**config.mk**
```make
export PLATFORM = sky130hd
export DESIGN_NAME = multichannel_ultrasonic_ranger_top
export DESIGN_NICKNAME = d
export VERILOG_FILES = /design/src/rtl/mur_pkg.sv /design/src/rtl/mur_div.sv /design/src/rtl/mur_dp.sv /design/src/rtl/mur_ctrl.sv /design/src/rtl/multichannel_ultrasonic_ranger_top.sv
export SDC_FILE = /design/constraint.sdc
export NUM_CORES = 2
export LEC_CHECK = 0
export ABC_AREA = 1
export BUFFER_PORTS_ARGS = -buffer_cell sky130_fd_sc_hd__buf_2
export CORE_ASPECT_RATIO = 0.75
export CORE_MARGIN = 3
export CORE_UTILIZATION = 35
export DETAILED_ROUTE_END_ITERATION = 10
export SYNTH_ARGS = -nofsm -noshare
export SYNTH_HDL_FRONTEND = slang
export SYNTH_SLANG_ARGS = --single-unit
```
**constraint.sdc**
```tcl
create_clock -name clk -period 8.6 [get_ports clk]
set_clock_uncertainty 0.2 [all_clocks]
set_input_delay 0.43 -clock clk [delete_from_list [all_inputs] [get_ports clk]]
set_output_delay 0.43 -clock clk [all_outputs]
set_load 0.02 [all_outputs]
```
**src/rtl/mur_pkg.sv**
```systemverilog
`timescale 1ns / 1ps
`default_nettype none

package mur_pkg;

  // Build constants
  localparam int CHANNELS     = 3;
  localparam int SAMPLE_DEPTH = 8;
  localparam int COUNT_MAX    = 60000;

  // Field and state widths
  localparam int CH_W     = 2;
  localparam int LINE_W   = 3;
  localparam int SAMP_W   = 16;
  localparam int TIMER_W  = 20;
  localparam int SLOT_W   = (SAMPLE_DEPTH > 1) ? $clog2(SAMPLE_DEPTH) : 1;
  localparam int CNT_W    = $clog2(SAMPLE_DEPTH + 1);
  localparam int SUM_W    = SAMP_W + CNT_W;
  localparam int SPEED_W  = 17;
  localparam int PROD_W   = SPEED_W + SAMP_W;

  // Configuration port
  localparam int CFG_IDX_W  = 3;
  localparam int CFG_DATA_W = 20;
  localparam logic [CFG_IDX_W-1:0] CFG_OBST0   = 3'd0;
  localparam logic [CFG_IDX_W-1:0] CFG_OBST1   = 3'd1;
  localparam logic [CFG_IDX_W-1:0] CFG_OBST2   = 3'd2;
  localparam logic [CFG_IDX_W-1:0] CFG_SPEED   = 3'd3;
  localparam logic [CFG_IDX_W-1:0] CFG_TIMEOUT = 3'd4;
  localparam logic [CFG_IDX_W-1:0] CFG_TRIG_W  = 3'd5;

  // Average divider: 20-bit dividend, 10-bit divisor
  localparam int DIV_W     = 20;
  localparam int DEN_W     = 10;
  localparam int DIV_CNT_W = $clog2(DIV_W + 1);

  // cm = speed * avg / (20000 * 256) = ((speed * avg) >> 13) / 625
  // The divide by 625 is a multiply by ceil(2^30 / 625) and a shift by 30,
  // exact for any 20-bit operand.
  localparam int CM_SHIFT    = 13;
  localparam int RECIP_W     = 21;
  localparam int RECIP_SHIFT = 30;
  localparam logic [RECIP_W-1:0] CM_RECIP = 21'd1717987;
  localparam int CM_Q_W      = DIV_W + RECIP_W - RECIP_SHIFT;

  // Measurement phases
  typedef enum logic [1:0] {
    PH_TRIGGER = 2'd0,
    PH_MEASURE = 2'd1,
    PH_DONE    = 2'd2,
    PH_NEXT    = 2'd3
  } mur_phase_t;

  // Controller to datapath
  typedef struct packed {
    logic tick;       // ordinary tick: update state, load result
    logic sum_clear;  // start of a distance request
    logic sum_step;   // add one stored sample
    logic avg_start;  // divide sum by count
    logic mul;        // register speed * average
    logic cm_start;   // register the product scaled to centimetres
    logic finish;     // load distance result, advance phase
  } mur_cmd_t;

  // Datapath to controller
  typedef struct packed {
    logic done_phase;
    logic sum_done;
    logic div_busy;
    logic out_full;
  } mur_st_t;

endpackage

`default_nettype wire

```
**src/rtl/mur_div.sv**
```systemverilog
`timescale 1ns / 1ps
`default_nettype none

module mur_div (
  input  wire                          clk,
  input  wire                          rst_n,
  input  wire                          start,
  input  wire [mur_pkg::DIV_W-1:0]     dividend,
  input  wire [mur_pkg::DEN_W-1:0]     divisor,
  output logic [mur_pkg::DIV_W-1:0]    quotient,
  output logic                         busy
);
  import mur_pkg::*;

  logic [DIV_W-1:0]     quo_r;
  logic [DEN_W-1:0]     rem_r;
  logic [DEN_W-1:0]     den_r;
  logic [DIV_CNT_W-1:0] cnt_r;
  logic                 busy_r;

  logic [DEN_W:0]   trial;
  logic             ge;
  logic [DEN_W:0]   diff;
  logic [DEN_W-1:0] rem_nxt;

  // One restoring step: shift in the next dividend bit, subtract if it fits
  always_comb begin
    trial   = {rem_r, quo_r[DIV_W-1]};
    ge      = (trial >= {1'b0, den_r});
    diff    = trial - {1'b0, den_r};
    rem_nxt = ge ? diff[DEN_W-1:0] : trial[DEN_W-1:0];
  end

  always_ff @(posedge clk) begin
    if (!rst_n) begin
      busy_r <= 1'b0;
      cnt_r  <= '0;
    end else if (start) begin
      busy_r <= 1'b1;
      cnt_r  <= DIV_CNT_W'(DIV_W);
    end else if (busy_r) begin
      cnt_r  <= cnt_r - 1'b1;
      busy_r <= (cnt_r != DIV_CNT_W'(1));
    end
  end

  // Payload: quotient bits shift in from the right
  always_ff @(posedge clk) begin
    if (start) begin
      quo_r <= dividend;
      rem_r <= '0;
      den_r <= divisor;
    end else if (busy_r) begin
      quo_r <= {quo_r[DIV_W-2:0], ge};
      rem_r <= rem_nxt;
    end
  end

  assign quotient = quo_r;
  assign busy     = busy_r;

endmodule

`default_nettype wire

```
**src/rtl/mur_dp.sv**
```systemverilog
`timescale 1ns / 1ps
`default_nettype none

module mur_dp (
  input  wire                              clk,
  input  wire                              rst_n,
  input  mur_pkg::mur_cmd_t                cmd,
  output mur_pkg::mur_st_t                 st,
  input  wire                              cfg_we,
  input  wire [mur_pkg::CFG_IDX_W-1:0]     cfg_index,
  input  wire [mur_pkg::CFG_DATA_W-1:0]    cfg_data,
  input  wire [mur_pkg::LINE_W-1:0]        in_echo_levels,
  output logic                             out_valid,
  input  wire                              out_stall,
  output logic [mur_pkg::LINE_W-1:0]       out_trigger_lines,
  output logic                             out_result_valid,
  output logic [mur_pkg::CH_W-1:0]         out_result_channel,
  output logic [mur_pkg::SAMP_W-1:0]       out_distance_cm,
  output logic [mur_pkg::LINE_W-1:0]       out_obstacle_mask,
  output logic                             out_timed_out
);
  import mur_pkg::*;

  // Configuration registers
  logic [7:0]         obst_r [CHANNELS];
  logic [SPEED_W-1:0] speed_r;
  logic [TIMER_W-1:0] timeout_r;
  logic [7:0]         trig_w_r;

  // Measurement state
  logic [CH_W-1:0]    chan_r, chan_nxt;
  mur_phase_t         phase_r, phase_nxt;
  logic [TIMER_W-1:0] timer_r, timer_nxt;
  logic [SAMP_W-1:0]  ecnt_r, ecnt_nxt;
  logic               seen_r, seen_nxt;
  logic [SAMP_W-1:0]  samp_r  [CHANNELS][SAMPLE_DEPTH];
  logic [CNT_W-1:0]   count_r [CHANNELS];
  logic [SLOT_W-1:0]  slot_r  [CHANNELS];
  logic [LINE_W-1:0]  obits_r, obits_nxt;

  // Distance arithmetic
  logic [SUM_W-1:0]   sum_r;
  logic [CNT_W-1:0]   idx_r;
  logic [PROD_W-1:0]  prod_r;
  logic [DIV_W+RECIP_W-1:0] scale_w;
  logic [CM_Q_W-1:0]  cm_r;
  logic [DIV_W-1:0]   div_quo;
  logic               div_busy;
  logic               div_start;
  logic [DIV_W-1:0]   div_num;
  logic [DEN_W-1:0]   div_den;
  logic [SAMP_W-1:0]  avg_w;
  logic [SAMP_W-1:0]  dist_w;

  // Output register
  logic               out_valid_r;
  logic [LINE_W-1:0]  trig_out_r;
  logic               res_valid_r;
  logic [CH_W-1:0]    res_ch_r;
  logic [SAMP_W-1:0]  dist_r;
  logic [LINE_W-1:0]  mask_r;
  logic               tout_r;

  // Tick decode
  logic               echo_bit;
  logic [7:0]         tw_eff;
  logic [TIMER_W-1:0] timer_inc;
  logic [TIMER_W:0]   elapsed;
  logic               store_en;
  logic               clear_en;
  logic               go_next;
  logic               ended;
  logic [LINE_W-1:0]  trig_w;
  logic               tout_w;
  logic [CNT_W-1:0]   n_cur;
  logic [SLOT_W-1:0]  slot_cur;

  assign n_cur    = count_r[chan_r];
  assign slot_cur = slot_r[chan_r];
  assign echo_bit = in_echo_levels[chan_r];
  assign tw_eff   = (trig_w_r == 8'd0) ? 8'd1 : trig_w_r;

  // Next measurement state for one ordinary tick
  always_comb begin
    chan_nxt  = chan_r;
    phase_nxt = phase_r;
    timer_nxt = timer_r;
    ecnt_nxt  = ecnt_r;
    seen_nxt  = seen_r;
    store_en  = 1'b0;
    clear_en  = 1'b0;
    go_next   = 1'b0;
    ended     = 1'b0;
    trig_w    = '0;
    tout_w    = 1'b0;
    timer_inc = timer_r + 1'b1;
    elapsed   = {1'b0, timer_r} + 1'b1;
    case (phase_r)
      PH_TRIGGER: begin
        trig_w    = LINE_W'(1) << chan_r;
        timer_nxt = timer_inc;
        if (timer_inc >= {{(TIMER_W-8){1'b0}}, tw_eff}) begin
          phase_nxt = PH_MEASURE;
          ecnt_nxt  = '0;
          seen_nxt  = 1'b0;
        end
      end
      PH_MEASURE: begin
        timer_nxt = elapsed[TIMER_W] ? {TIMER_W{1'b1}} : elapsed[TIMER_W-1:0];
        if (echo_bit) begin
          seen_nxt = 1'b1;
          if (ecnt_r < SAMP_W'(COUNT_MAX)) ecnt_nxt = ecnt_r + 1'b1;
        end else if (seen_r) begin
          store_en  = 1'b1;
          phase_nxt = PH_DONE;
          ended     = 1'b1;
        end
        // echo end wins over timeout
        if (!ended && (elapsed > {1'b0, timeout_r})) begin
          clear_en = 1'b1;
          tout_w   = 1'b1;
          go_next  = 1'b1;
        end
      end
      PH_NEXT: begin
        go_next = 1'b1;
      end
      default: begin
        phase_nxt = PH_TRIGGER;
        timer_nxt = '0;
        ecnt_nxt  = '0;
        seen_nxt  = 1'b0;
      end
    endcase
    if (go_next) begin
      chan_nxt  = (chan_r == CH_W'(CHANNELS - 1)) ? '0 : chan_r + 1'b1;
      phase_nxt = PH_TRIGGER;
      timer_nxt = '0;
      ecnt_nxt  = '0;
      seen_nxt  = 1'b0;
    end
  end

  // Average, distance and obstacle bit; the scaled quotient stays below 2^11,
  // so the distance never reaches saturation
  always_comb begin
    avg_w  = (n_cur == '0) ? '0 : div_quo[SAMP_W-1:0];
    dist_w = {{(SAMP_W-CM_Q_W){1'b0}}, cm_r};
    obits_nxt = obits_r;
    obits_nxt[chan_r] = (dist_w < {8'd0, obst_r[chan_r]});
  end

  // Divide by 625 as a reciprocal multiply
  assign scale_w = {{RECIP_W{1'b0}}, prod_r[PROD_W-1:CM_SHIFT]} * {{DIV_W{1'b0}}, CM_RECIP};

  // Divider for the sample average
  assign div_start = cmd.avg_start;
  assign div_num   = DIV_W'(sum_r);
  assign div_den   = DEN_W'(n_cur);

  mur_div u_div (
    .clk      (clk),
    .rst_n    (rst_n),
    .start    (div_start),
    .dividend (div_num),
    .divisor  (div_den),
    .quotient (div_quo),
    .busy     (div_busy)
  );

  // Configuration writes; unknown indexes drop
  always_ff @(posedge clk) begin
    if (!rst_n) begin
      for (int c = 0; c < CHANNELS; c++) obst_r[c] <= 8'd30;
      speed_r   <= SPEED_W'(87040);
      timeout_r <= TIMER_W'(60000);
      trig_w_r  <= 8'd20;
    end else if (cfg_we) begin
      case (cfg_index)
        CFG_OBST0:   obst_r[0] <= cfg_data[7:0];
        CFG_OBST1:   if (CHANNELS > 1) obst_r[CHANNELS > 1 ? 1 : 0] <= cfg_data[7:0];
        CFG_OBST2:   if (CHANNELS > 2) obst_r[CHANNELS > 2 ? 2 : 0] <= cfg_data[7:0];
        CFG_SPEED:   speed_r   <= cfg_data[SPEED_W-1:0];
        CFG_TIMEOUT: timeout_r <= cfg_data[TIMER_W-1:0];
        CFG_TRIG_W:  trig_w_r  <= cfg_data[7:0];
        default: ;
      endcase
    end
  end

  // Measurement state and sample rings
  always_ff @(posedge clk) begin
    if (!rst_n) begin
      chan_r  <= '0;
      phase_r <= PH_TRIGGER;
      timer_r <= '0;
      ecnt_r  <= '0;
      seen_r  <= 1'b0;
      obits_r <= '0;
      for (int c = 0; c < CHANNELS; c++) begin
        count_r[c] <= '0;
        slot_r[c]  <= '0;
        for (int s = 0; s < SAMPLE_DEPTH; s++) samp_r[c][s] <= '0;
      end
    end else if (cmd.tick) begin
      chan_r  <= chan_nxt;
      phase_r <= phase_nxt;
      timer_r <= timer_nxt;
      ecnt_r  <= ecnt_nxt;
      seen_r  <= seen_nxt;
      if (store_en) begin
        samp_r[chan_r][slot_cur] <= ecnt_r;
        slot_r[chan_r] <= (slot_cur == SLOT_W'(SAMPLE_DEPTH - 1)) ? '0 : slot_cur + 1'b1;
        if (n_cur < CNT_W'(SAMPLE_DEPTH)) count_r[chan_r] <= n_cur + 1'b1;
      end
      if (clear_en) begin
        for (int s = 0; s < SAMPLE_DEPTH; s++) samp_r[chan_r][s] <= '0;
      end
    end else if (cmd.finish) begin
      phase_r <= PH_NEXT;
      obits_r <= obits_nxt;
    end
  end

  // Sum the stored samples one a cycle, then scale the average
  always_ff @(posedge clk) begin
    if (cmd.sum_clear) begin
      sum_r <= '0;
      idx_r <= '0;
    end else if (cmd.sum_step) begin
      sum_r <= sum_r + SUM_W'(samp_r[chan_r][idx_r[SLOT_W-1:0]]);
      idx_r <= idx_r + 1'b1;
    end
    if (cmd.mul) prod_r <= {{SAMP_W{1'b0}}, speed_r} * {{SPEED_W{1'b0}}, avg_w};
    if (cmd.cm_start) cm_r <= scale_w[DIV_W+RECIP_W-1:RECIP_SHIFT];
  end

  // Output register: load on a finished request, drop when taken
  always_ff @(posedge clk) begin
    if (!rst_n) begin
      out_valid_r <= 1'b0;
    end else if (cmd.tick || cmd.finish) begin
      out_valid_r <= 1'b1;
    end else if (!out_stall) begin
      out_valid_r <= 1'b0;
    end
  end

  always_ff @(posedge clk) begin
    if (cmd.tick) begin
      trig_out_r  <= trig_w;
      res_valid_r <= 1'b0;
      res_ch_r    <= '0;
      dist_r      <= '0;
      mask_r      <= obits_r;
      tout_r      <= tout_w;
    end else if (cmd.finish) begin
      trig_out_r  <= '0;
      res_valid_r <= 1'b1;
      res_ch_r    <= chan_r;
      dist_r      <= dist_w;
      mask_r      <= obits_nxt;
      tout_r      <= 1'b0;
    end
  end

  assign out_valid          = out_valid_r;
  assign out_trigger_lines  = trig_out_r;
  assign out_result_valid   = res_valid_r;
  assign out_result_channel = res_ch_r;
  assign out_distance_cm    = dist_r;
  assign out_obstacle_mask  = mask_r;
  assign out_timed_out      = tout_r;

  assign st.done_phase = (phase_r == PH_DONE);
  assign st.sum_done   = (idx_r == n_cur);
  assign st.div_busy   = div_busy;
  assign st.out_full   = out_valid_r;

  // A distance result never lands on a result still waiting
  a_finish_free: assert property (@(posedge clk) disable iff (!rst_n)
    cmd.finish |-> !out_valid_r)
    else $error("distance result loaded over a pending result");

  a_div_idle: assert property (@(posedge clk) disable iff (!rst_n)
    div_start |-> !div_busy)
    else $error("divider restarted while busy");

  a_tick_phase: assert property (@(posedge clk) disable iff (!rst_n)
    cmd.tick |-> (phase_r != PH_DONE))
    else $error("ordinary tick taken in the distance phase");

  a_finish_next: assert property (@(posedge clk) disable iff (!rst_n)
    cmd.finish |=> (phase_r == PH_NEXT) && out_valid_r && res_valid_r)
    else $error("finish did not report a distance");

endmodule

`default_nettype wire

```
**src/rtl/mur_ctrl.sv**
```systemverilog
`timescale 1ns / 1ps
`default_nettype none

module mur_ctrl (
  input  wire                clk,
  input  wire                rst_n,
  input  wire                in_valid,
  output logic               in_stall,
  input  wire                out_stall,
  input  mur_pkg::mur_st_t   st,
  output mur_pkg::mur_cmd_t  cmd
);
  import mur_pkg::*;

  typedef enum logic [2:0] {
    S_IDLE,
    S_SUM,
    S_AVG,
    S_MUL,
    S_CM
  } state_t;

  state_t state_r, state_nxt;
  logic   accept;

  // Take a request when idle and the output register is free or emptying
  assign in_stall = (state_r != S_IDLE) || (st.out_full && out_stall);
  assign accept   = in_valid && !in_stall;

  always_comb begin
    cmd       = '0;
    state_nxt = state_r;
    case (state_r)
      S_IDLE: begin
        if (accept) begin
          if (st.done_phase) begin
            cmd.sum_clear = 1'b1;
            state_nxt     = S_SUM;
          end else begin
            cmd.tick = 1'b1;
          end
        end
      end
      S_SUM: begin
        if (st.sum_done) begin
          cmd.avg_start = 1'b1;
          state_nxt     = S_AVG;
        end else begin
          cmd.sum_step = 1'b1;
        end
      end
      S_AVG: begin
        if (!st.div_busy) begin
          cmd.mul   = 1'b1;
          state_nxt = S_MUL;
        end
      end
      S_MUL: begin
        cmd.cm_start = 1'b1;
        state_nxt    = S_CM;
      end
      S_CM: begin
        cmd.finish = 1'b1;
        state_nxt  = S_IDLE;
      end
      default: state_nxt = S_IDLE;
    endcase
  end

  always_ff @(posedge clk) begin
    if (!rst_n) state_r <= S_IDLE;
    else        state_r <= state_nxt;
  end

  // A distance request always begins by clearing the sum
  a_req_start: assert property (@(posedge clk) disable iff (!rst_n)
    (state_r == S_IDLE && accept && st.done_phase) |=> (state_r == S_SUM))
    else $error("distance request did not start the sum");

  a_cm_after_mul: assert property (@(posedge clk) disable iff (!rst_n)
    cmd.cm_start |-> $past(cmd.mul))
    else $error("centimetre scale started without a product");

  a_stall_busy: assert property (@(posedge clk) disable iff (!rst_n)
    (state_r != S_IDLE) |-> !accept)
    else $error("request taken during a distance computation");

endmodule

`default_nettype wire

```
**src/rtl/multichannel_ultrasonic_ranger_top.sv**
```systemverilog
`timescale 1ns / 1ps
`default_nettype none

// Ordinary ticks (trigger, measure, channel advance): result registered in the cycle
//   after the request is taken; one request per cycle while the output drains.
// Distance tick: the stored samples (up to 8) are summed one a cycle, a radix-2
//   divider forms the average, then two multiply stages scale it to centimetres.
// Reset (rst_n low, synchronous) clears the channel state, sample rings, counts and
//   obstacle bits, and loads every configuration register with its default.

module multichannel_ultrasonic_ranger_top (
  input  wire                             clk,
  input  wire                             rst_n,
  input  wire                             cfg_we,
  input  wire [mur_pkg::CFG_IDX_W-1:0]    cfg_index,
  input  wire [mur_pkg::CFG_DATA_W-1:0]   cfg_data,
  input  wire                             in_valid,
  output logic                            in_stall,
  input  wire [mur_pkg::LINE_W-1:0]       in_echo_levels,
  output logic                            out_valid,
  input  wire                             out_stall,
  output logic [mur_pkg::LINE_W-1:0]      out_trigger_lines,
  output logic                            out_result_valid,
  output logic [mur_pkg::CH_W-1:0]        out_result_channel,
  output logic [mur_pkg::SAMP_W-1:0]      out_distance_cm,
  output logic [mur_pkg::LINE_W-1:0]      out_obstacle_mask,
  output logic                            out_timed_out
);
  import mur_pkg::*;

  mur_cmd_t cmd;
  mur_st_t  st;

  mur_ctrl u_ctrl (
    .clk       (clk),
    .rst_n     (rst_n),
    .in_valid  (in_valid),
    .in_stall  (in_stall),
    .out_stall (out_stall),
    .st        (st),
    .cmd       (cmd)
  );

  mur_dp u_dp (
    .clk                (clk),
    .rst_n              (rst_n),
    .cmd                (cmd),
    .st                 (st),
    .cfg_we             (cfg_we),
    .cfg_index          (cfg_index),
    .cfg_data           (cfg_data),
    .in_echo_levels     (in_echo_levels),
    .out_valid          (out_valid),
    .out_stall          (out_stall),
    .out_trigger_lines  (out_trigger_lines),
    .out_result_valid   (out_result_valid),
    .out_result_channel (out_result_channel),
    .out_distance_cm    (out_distance_cm),
    .out_obstacle_mask  (out_obstacle_mask),
    .out_timed_out      (out_timed_out)
  );

endmodule

`default_nettype wire
```
; ---- Yosys cells after proc, flatten, opt, wreduce, memory -nomap -nowiden
; Memories as Yosys holds them, arrays and structs flattened. A register that Yosys moved wholly into a read port is not among the register bits.
; Index checks and enable logic that the tools add are counted.
[totals]
out_inout_bits = 28
register_bits = 222
mem_bits_rw = 429
n_memories = 4
[classes]
shift = 1
reduce_logical = 31
eq_ne = 29
n_bitwise = 135
mul = 2
magnitude_cmp = 11
mux = 247
n_addsub = 10
[mem_list]
columns = name, words, width, rd, rd_ports_with_merged_regs, wr, line_no
row1 = u_dp.samp_r, 3, 128, 1, 1, 3, mur_dp.sv:36  ; logic [SAMP_W-1:0] samp_r [CHANNELS][SAMPLE_DEPTH];
row2 = u_dp.obst_r, 3, 8, 1, 1, 3, mur_dp.sv:25  ; logic [7:0] obst_r [CHANNELS];
row3 = u_dp.count_r, 3, 4, 1, 1, 3, mur_dp.sv:37  ; logic [CNT_W-1:0] count_r [CHANNELS];
row4 = u_dp.slot_r, 3, 3, 1, 1, 3, mur_dp.sv:38  ; logic [SLOT_W-1:0] slot_r [CHANNELS];
[op_table]
columns = operator, n
row1 = 128-bit 2-to-1 mux, 3
row2 = 1-bit 2-to-1 mux, 181
row3 = 1-bit bitwise OR, 131
row4 = 16-bit 2-to-1 mux, 8
row5 = 128-bit OR reduction, 1
row6 = 20-bit 2-to-1 mux, 4
row7 = 20-bit one-hot mux with 3 select lines, 1
row8 = 16-bit binary-select mux with 3-bit select, 1
row9 = 16-bit demux with 3-bit select, 1
row10 = 16-bit one-hot mux with 3 select lines, 1
row11 = 2-bit 2-to-1 mux, 21
row12 = 20-bit by 21-bit multiplier with 41-bit output (second input constant), 1
row13 = 17-bit by 16-bit multiplier with 33-bit output, 1
row14 = 3-bit 2-to-1 mux, 11
row15 = 8-bit 2-to-1 mux, 4
row16 = 20-bit by 1-bit adder with 21-bit output (second input constant), 1
row17 = 21-bit by 20-bit > comparator with 1-bit output, 1
row18 = 20-bit by 1-bit adder with 20-bit output (second input constant), 1
row19 = 20-bit by 16-bit adder with 20-bit output, 1
row20 = 20-bit by 8-bit greater-or-equal comparator with 1-bit output, 1
row21 = 16-bit by 1-bit adder with 16-bit output (second input constant), 1
row22 = 16-bit less-than comparator (second input constant), 1
row23 = 3-bit by 2-bit == test with 1-bit output (second input constant), 4
row24 = 3-bit == test (second input constant), 4
row25 = other kinds (50), 81

; ---- Longest topological paths before layout
[logic_depth]
ltp_word = 15
mapped_depth = 36
mapped_depth_nobuf = 33

; ---- Hierarchy
; Synthesis repeated with hierarchy kept, for this count alone.
[hier_totals]
hier_cells = 5523
area_unflattened_um2 = 51814.7
[by_module_without_submodules]
columns = module, n_inst, area_per_inst_um2, cells_each, seq_area_each_um2
row1 = mur_dp, 1, 49064.6, 5175, 20679.8
row2 = mur_div, 1, 2534.9, 311, 1221.2
row3 = mur_ctrl, 1, 215.2, 37, 60.1

; ---- Worst setup path before layout
; No wires, ideal clock.
[synth_path]
path_kind = reg-to-reg
from = register (tool-made name)
to = register u_dp.prod_r[30], data pin
path_buffers = 3
setup_time_ns = 0.252
period_less_slack_ns = 7.082
arrival_time_ns = 6.630
t_required_ns = 8.148
setup_slack_ns = 1.518
stages_incl_launch_ff = 32
cell_sequence = dfxtp_1 > buf_4 > inv_2 > buf_2 > nand2_1 > nand3_1 > nand2_1 > ha_1 > nand3_2 > buf_1 > nand2_1 > inv_1 > nand2_1 > fa_1 > fa_1 > inv_1 > fa_1 > fa_1 > fa_1 > inv_1 > fa_1 > inv_1 > ha_1 > a21oi_1 > inv_1 > a21oi_1 > o21a_1 > nor2_1 > a311oi_1 > nand2_1 > nand2_1 > nand2_1
[synth_lines]
columns = element, line_no
row1 = to (signal assigned), mur_dp.sv:234  ; if (cmd.mul) prod_r <= {{SAMP_W{1'b0}}, speed_r} * {{SPEED_W{1'b0}}, avg_w};
row2 = to (decl), mur_dp.sv:44  ; logic [PROD_W-1:0] prod_r;

==> results.py <==
metrics = {
    "clock_network": {
        "postCtsResizedCells": 0,
        "post-cts-setup-buffers": 0,
        "cts_hold_buf": 18,
        "numCtsBuffers": 86,
        "ctsLongestPathBuffers": 3,
        "clk_latency_ns": 0.65,
        "clock_sinks": 775,
        "cts_tree": "done",
        "htreeDepth": 3,
        "cts.clk_slew.worst_paths_ns": 0.06,
        "clock_tree.root_cell": "clkbuf_16",
    },
    "power": {
        "leakagePower_nw": 24.20,
        "finalPower_mw": 18.29,
        "ir_drop_v": 0.0003885,
        "p_per_area_mw_per_mm2": 320.7,
    },
    "die": {
        "start_util": 0.3545,
        "core_mm2": 0.1459,
        "dieArea_mm2": 0.1525,
        "rows": 121,
        "die_h_um": 339.0,
        "io_pins": 59,
        "die_w_um": 450.0,
    },
    "routing": {
        "wirelength_um": 153900,
        "drt-initial-drc-count": 4192,
        "vias_per_cell": 5.169,
        "wl_per_cell_um": 20.49,
        "dr.pass1.iters": 7,
        "drc": 0,
        "drtAntennaViolNets": 0,
        "num_vias": 38820,
    },
    "timing": {
        "hold_viol": 0,
        "setup-tns-final_ns": 0,
        "setup_viol": 0,
        "max_freq_mhz": 129.7,
        "worst_slew_pin_slew_ns": 1.236,
        "max-slew-margin-rel": 0.1750,
        "rsz0062_at_grt": "no",
        "slew_violations": 0,
        "period_needed_ns": 7.708,
        "period_share": 0.8963,
        "hold_slack_ns": 0.03014,
    },
    "layout": {
        "seq_area_mm2": 0.02179,
        "area_delta_synth_final_pct": 10.22,
        "final.fill_count": 14470,
        "drive_gt1_frac": 0.07454,
        "instances_no_fill": 7511,
        "final_util": 0.3908,
        "multi_input_area_mm2": 0.02578,
        "nets": 6225,
        "final_cell_mix": "inv_1, nor2_1, nand2_1",
        "layout_commonest_cell": "inv_1",
    },
    "setup_path": {
        "crit_fanout": 16,
        "cpPeakStageDelay_ns": 0.56,
        "startpoint_type": "flop",
        "cpMostUsedCell": "nand2_1",
        "cp.required_ns": 8.80,
        "slowest_stage": "fa_1",
        "cp-end-kind": "flop",
        "crit_arrival_ns": 7.91,
        "criticalPathCategory": "flop to flop",
    },
    "run": {
        "drv_cap": 0,
    },
    "min_path": {
        "hp-start": "cfg_data[0]",
        "hp-class": "input pin to flop",
    },
    "logic_synthesis": {
        "synth_compound_area_frac": 0.09947,
        "yosysUniqueCellTypes": 60,
        "synthMuxAreaShare": 0,
        "synth_top_family_by_area": "adder cells",
        "yosys.area.top_type": "edfxtp_1",
        "synth_area_mm2": 0.05174,
        "synth_top_area_share": 0.3633,
        "netlist_instances": 5481,
        "yosys_most_used_dff": "edfxtp_1",
        "synth_edf_count": 626,
        "synthArstFlopShare": 0,
        "yosys.area_share.simple": 0.1586,
        "yosys.area_share.xor_xnor": 0.01185,
        "ys_seq_area_frac": 0.4210,
        "synth_area_per_cell_um2": 9.440,
        "synth_seq_cells": 775,
        "synth_fa_ha_area_frac": 0.2274,
        "synth.area.top_cells": "edfxtp_1, fa_1, ha_1",
        "synth-warning-count": 0,
    },
    "placement": {
        "dp_hpwl_um": 108500,
        "io_buffers": 53,
        "gp_congestion": 0.9301,
        "dp.cells": 7334,
    },
    "global_routing": {
        "antenna_found_initial": 1,
        "grt_use_total": 0.1982,
        "grt_first_pass_wirelength_um": 234000,
        "grt_pass1_vias": 37630,
        "grt.overflow.total": 0,
        "grt_start_max_net_pins": 158,
    },
    "run_status": {
        "run_status": "finished clean",
    },
}
## path summary, 6_finish.rpt
check	endpoint	slack (ns)	cells past startpoint
max	u_dp.prod_r[30]	0.89	28
min	u_dp.timeout_r[0]	0.03	3
max reg2reg	u_dp.prod_r[30]	0.89	28
min reg2reg	u_dp.out_distance_cm[8]	0.26	2
## worst max-delay path, delay by kind of cell, from the launching register on
family,cells,cell delay [ns]
adders and majority gates,8,3.71
buffers and inverters,6,0.57
AOI/OAI and AO/OA,4,0.96
and+or+nand+nor,10,1.56
DFF,1,0.45
## through the flow
step | cell area (um2) | setup slack (ns)
finish | 57030 | 0.8920
global route | 57020 | 0.4396
CTS | 57020 | 0.9567
detailed placement | 53930 | 0.9950
global placement | 53930 | 1.060
floorplan | 51750 | 1.518
## routing by layer
| metal | wire, um | track usage | part of all wire |
|---|---|---|---|
| met1 | 71470 | 0.3014 | 0.46 |
| met2 | 64540 | 0.2876 | 0.42 |
| met3 | 14670 | 0.04098 | 0.095 |
| met4 | 3192 | 0.04379 | 0.021 |
| met5 | 0 | 0 | 0 |
## synthesized netlist by cell type (10+ instances only)
| library cell | instances |
|---|---|
| a21o_1 | 10 |
| a21oi_1 | 227 |
| a31oi_1 | 16 |
| buf_1 | 13 |
| buf_2 | 19 |
| buf_6 | 20 |
| clkbuf_1 | 166 |
| clkinv_1 | 13 |
| dfxtp_1 | 149 |
| edfxtp_1 | 626 |
| fa_1 | 364 |
| ha_1 | 358 |
| inv_1 | 804 |
| inv_2 | 26 |
| nand2_1 | 748 |
| nand2_4 | 17 |
| nand3_1 | 142 |
| nand4_1 | 48 |
| nor2_1 | 806 |
| nor2_2 | 83 |
| nor3_1 | 30 |
| nor4_1 | 10 |
| o211ai_1 | 41 |
| o21a_1 | 11 |
| o21ai_0 | 442 |
| o221ai_1 | 43 |
| o22ai_1 | 86 |
| or2_2 | 10 |
| xnor2_1 | 25 |
| xor2_1 | 45 |
## power breakdown
group,switching [mW],internal [mW]
clock network,1.56,2.26
registers,0.197,4.41
logic,6.41,3.45
total,8.17,10.1
## kinds of logic (layout without fill, tap and decap cells)
kind of cell / Yosys count / count (layout)
other cells: 1 / 7
fa+ha+maj: 722 / 722
buf+inv: 1070 / 1126
xor+xnor: 70 / 70
simple gates: 1931 / 1931
flops: 775 / 775
compound gates: 912 / 912
## cell type report
| type | instances | share of cell area |
|---|---|---|
| multi-input combinational | 3640 | 0.4520 |
| inverter | 844 | 0.05575 |
| tap | 1968 | 0.04318 |
| clock buffer | 109 | 0.04087 |
| antenna | 2 | 0.00008776 |
| sequential | 775 | 0.3821 |
| clock inverter | 48 | 0.01020 |
| timing repair buffer | 125 | 0.01584 |
## sequential cells by signal, indices dropped and copies added (netlist names), 12 cells and up, named ones only
signal,cells
u_dp.slot_r,12
u_dp.u_div.quotient,20
u_dp.speed_r,17
u_dp.div_num,20
u_dp.timer_r,20
u_dp.samp_r,512
u_dp.timeout_r,20
u_dp.count_r,16
u_dp.ecnt_r,16
u_dp.obst_r,24
u_dp.prod_r,20
Power figures use the tool's default switching activity.
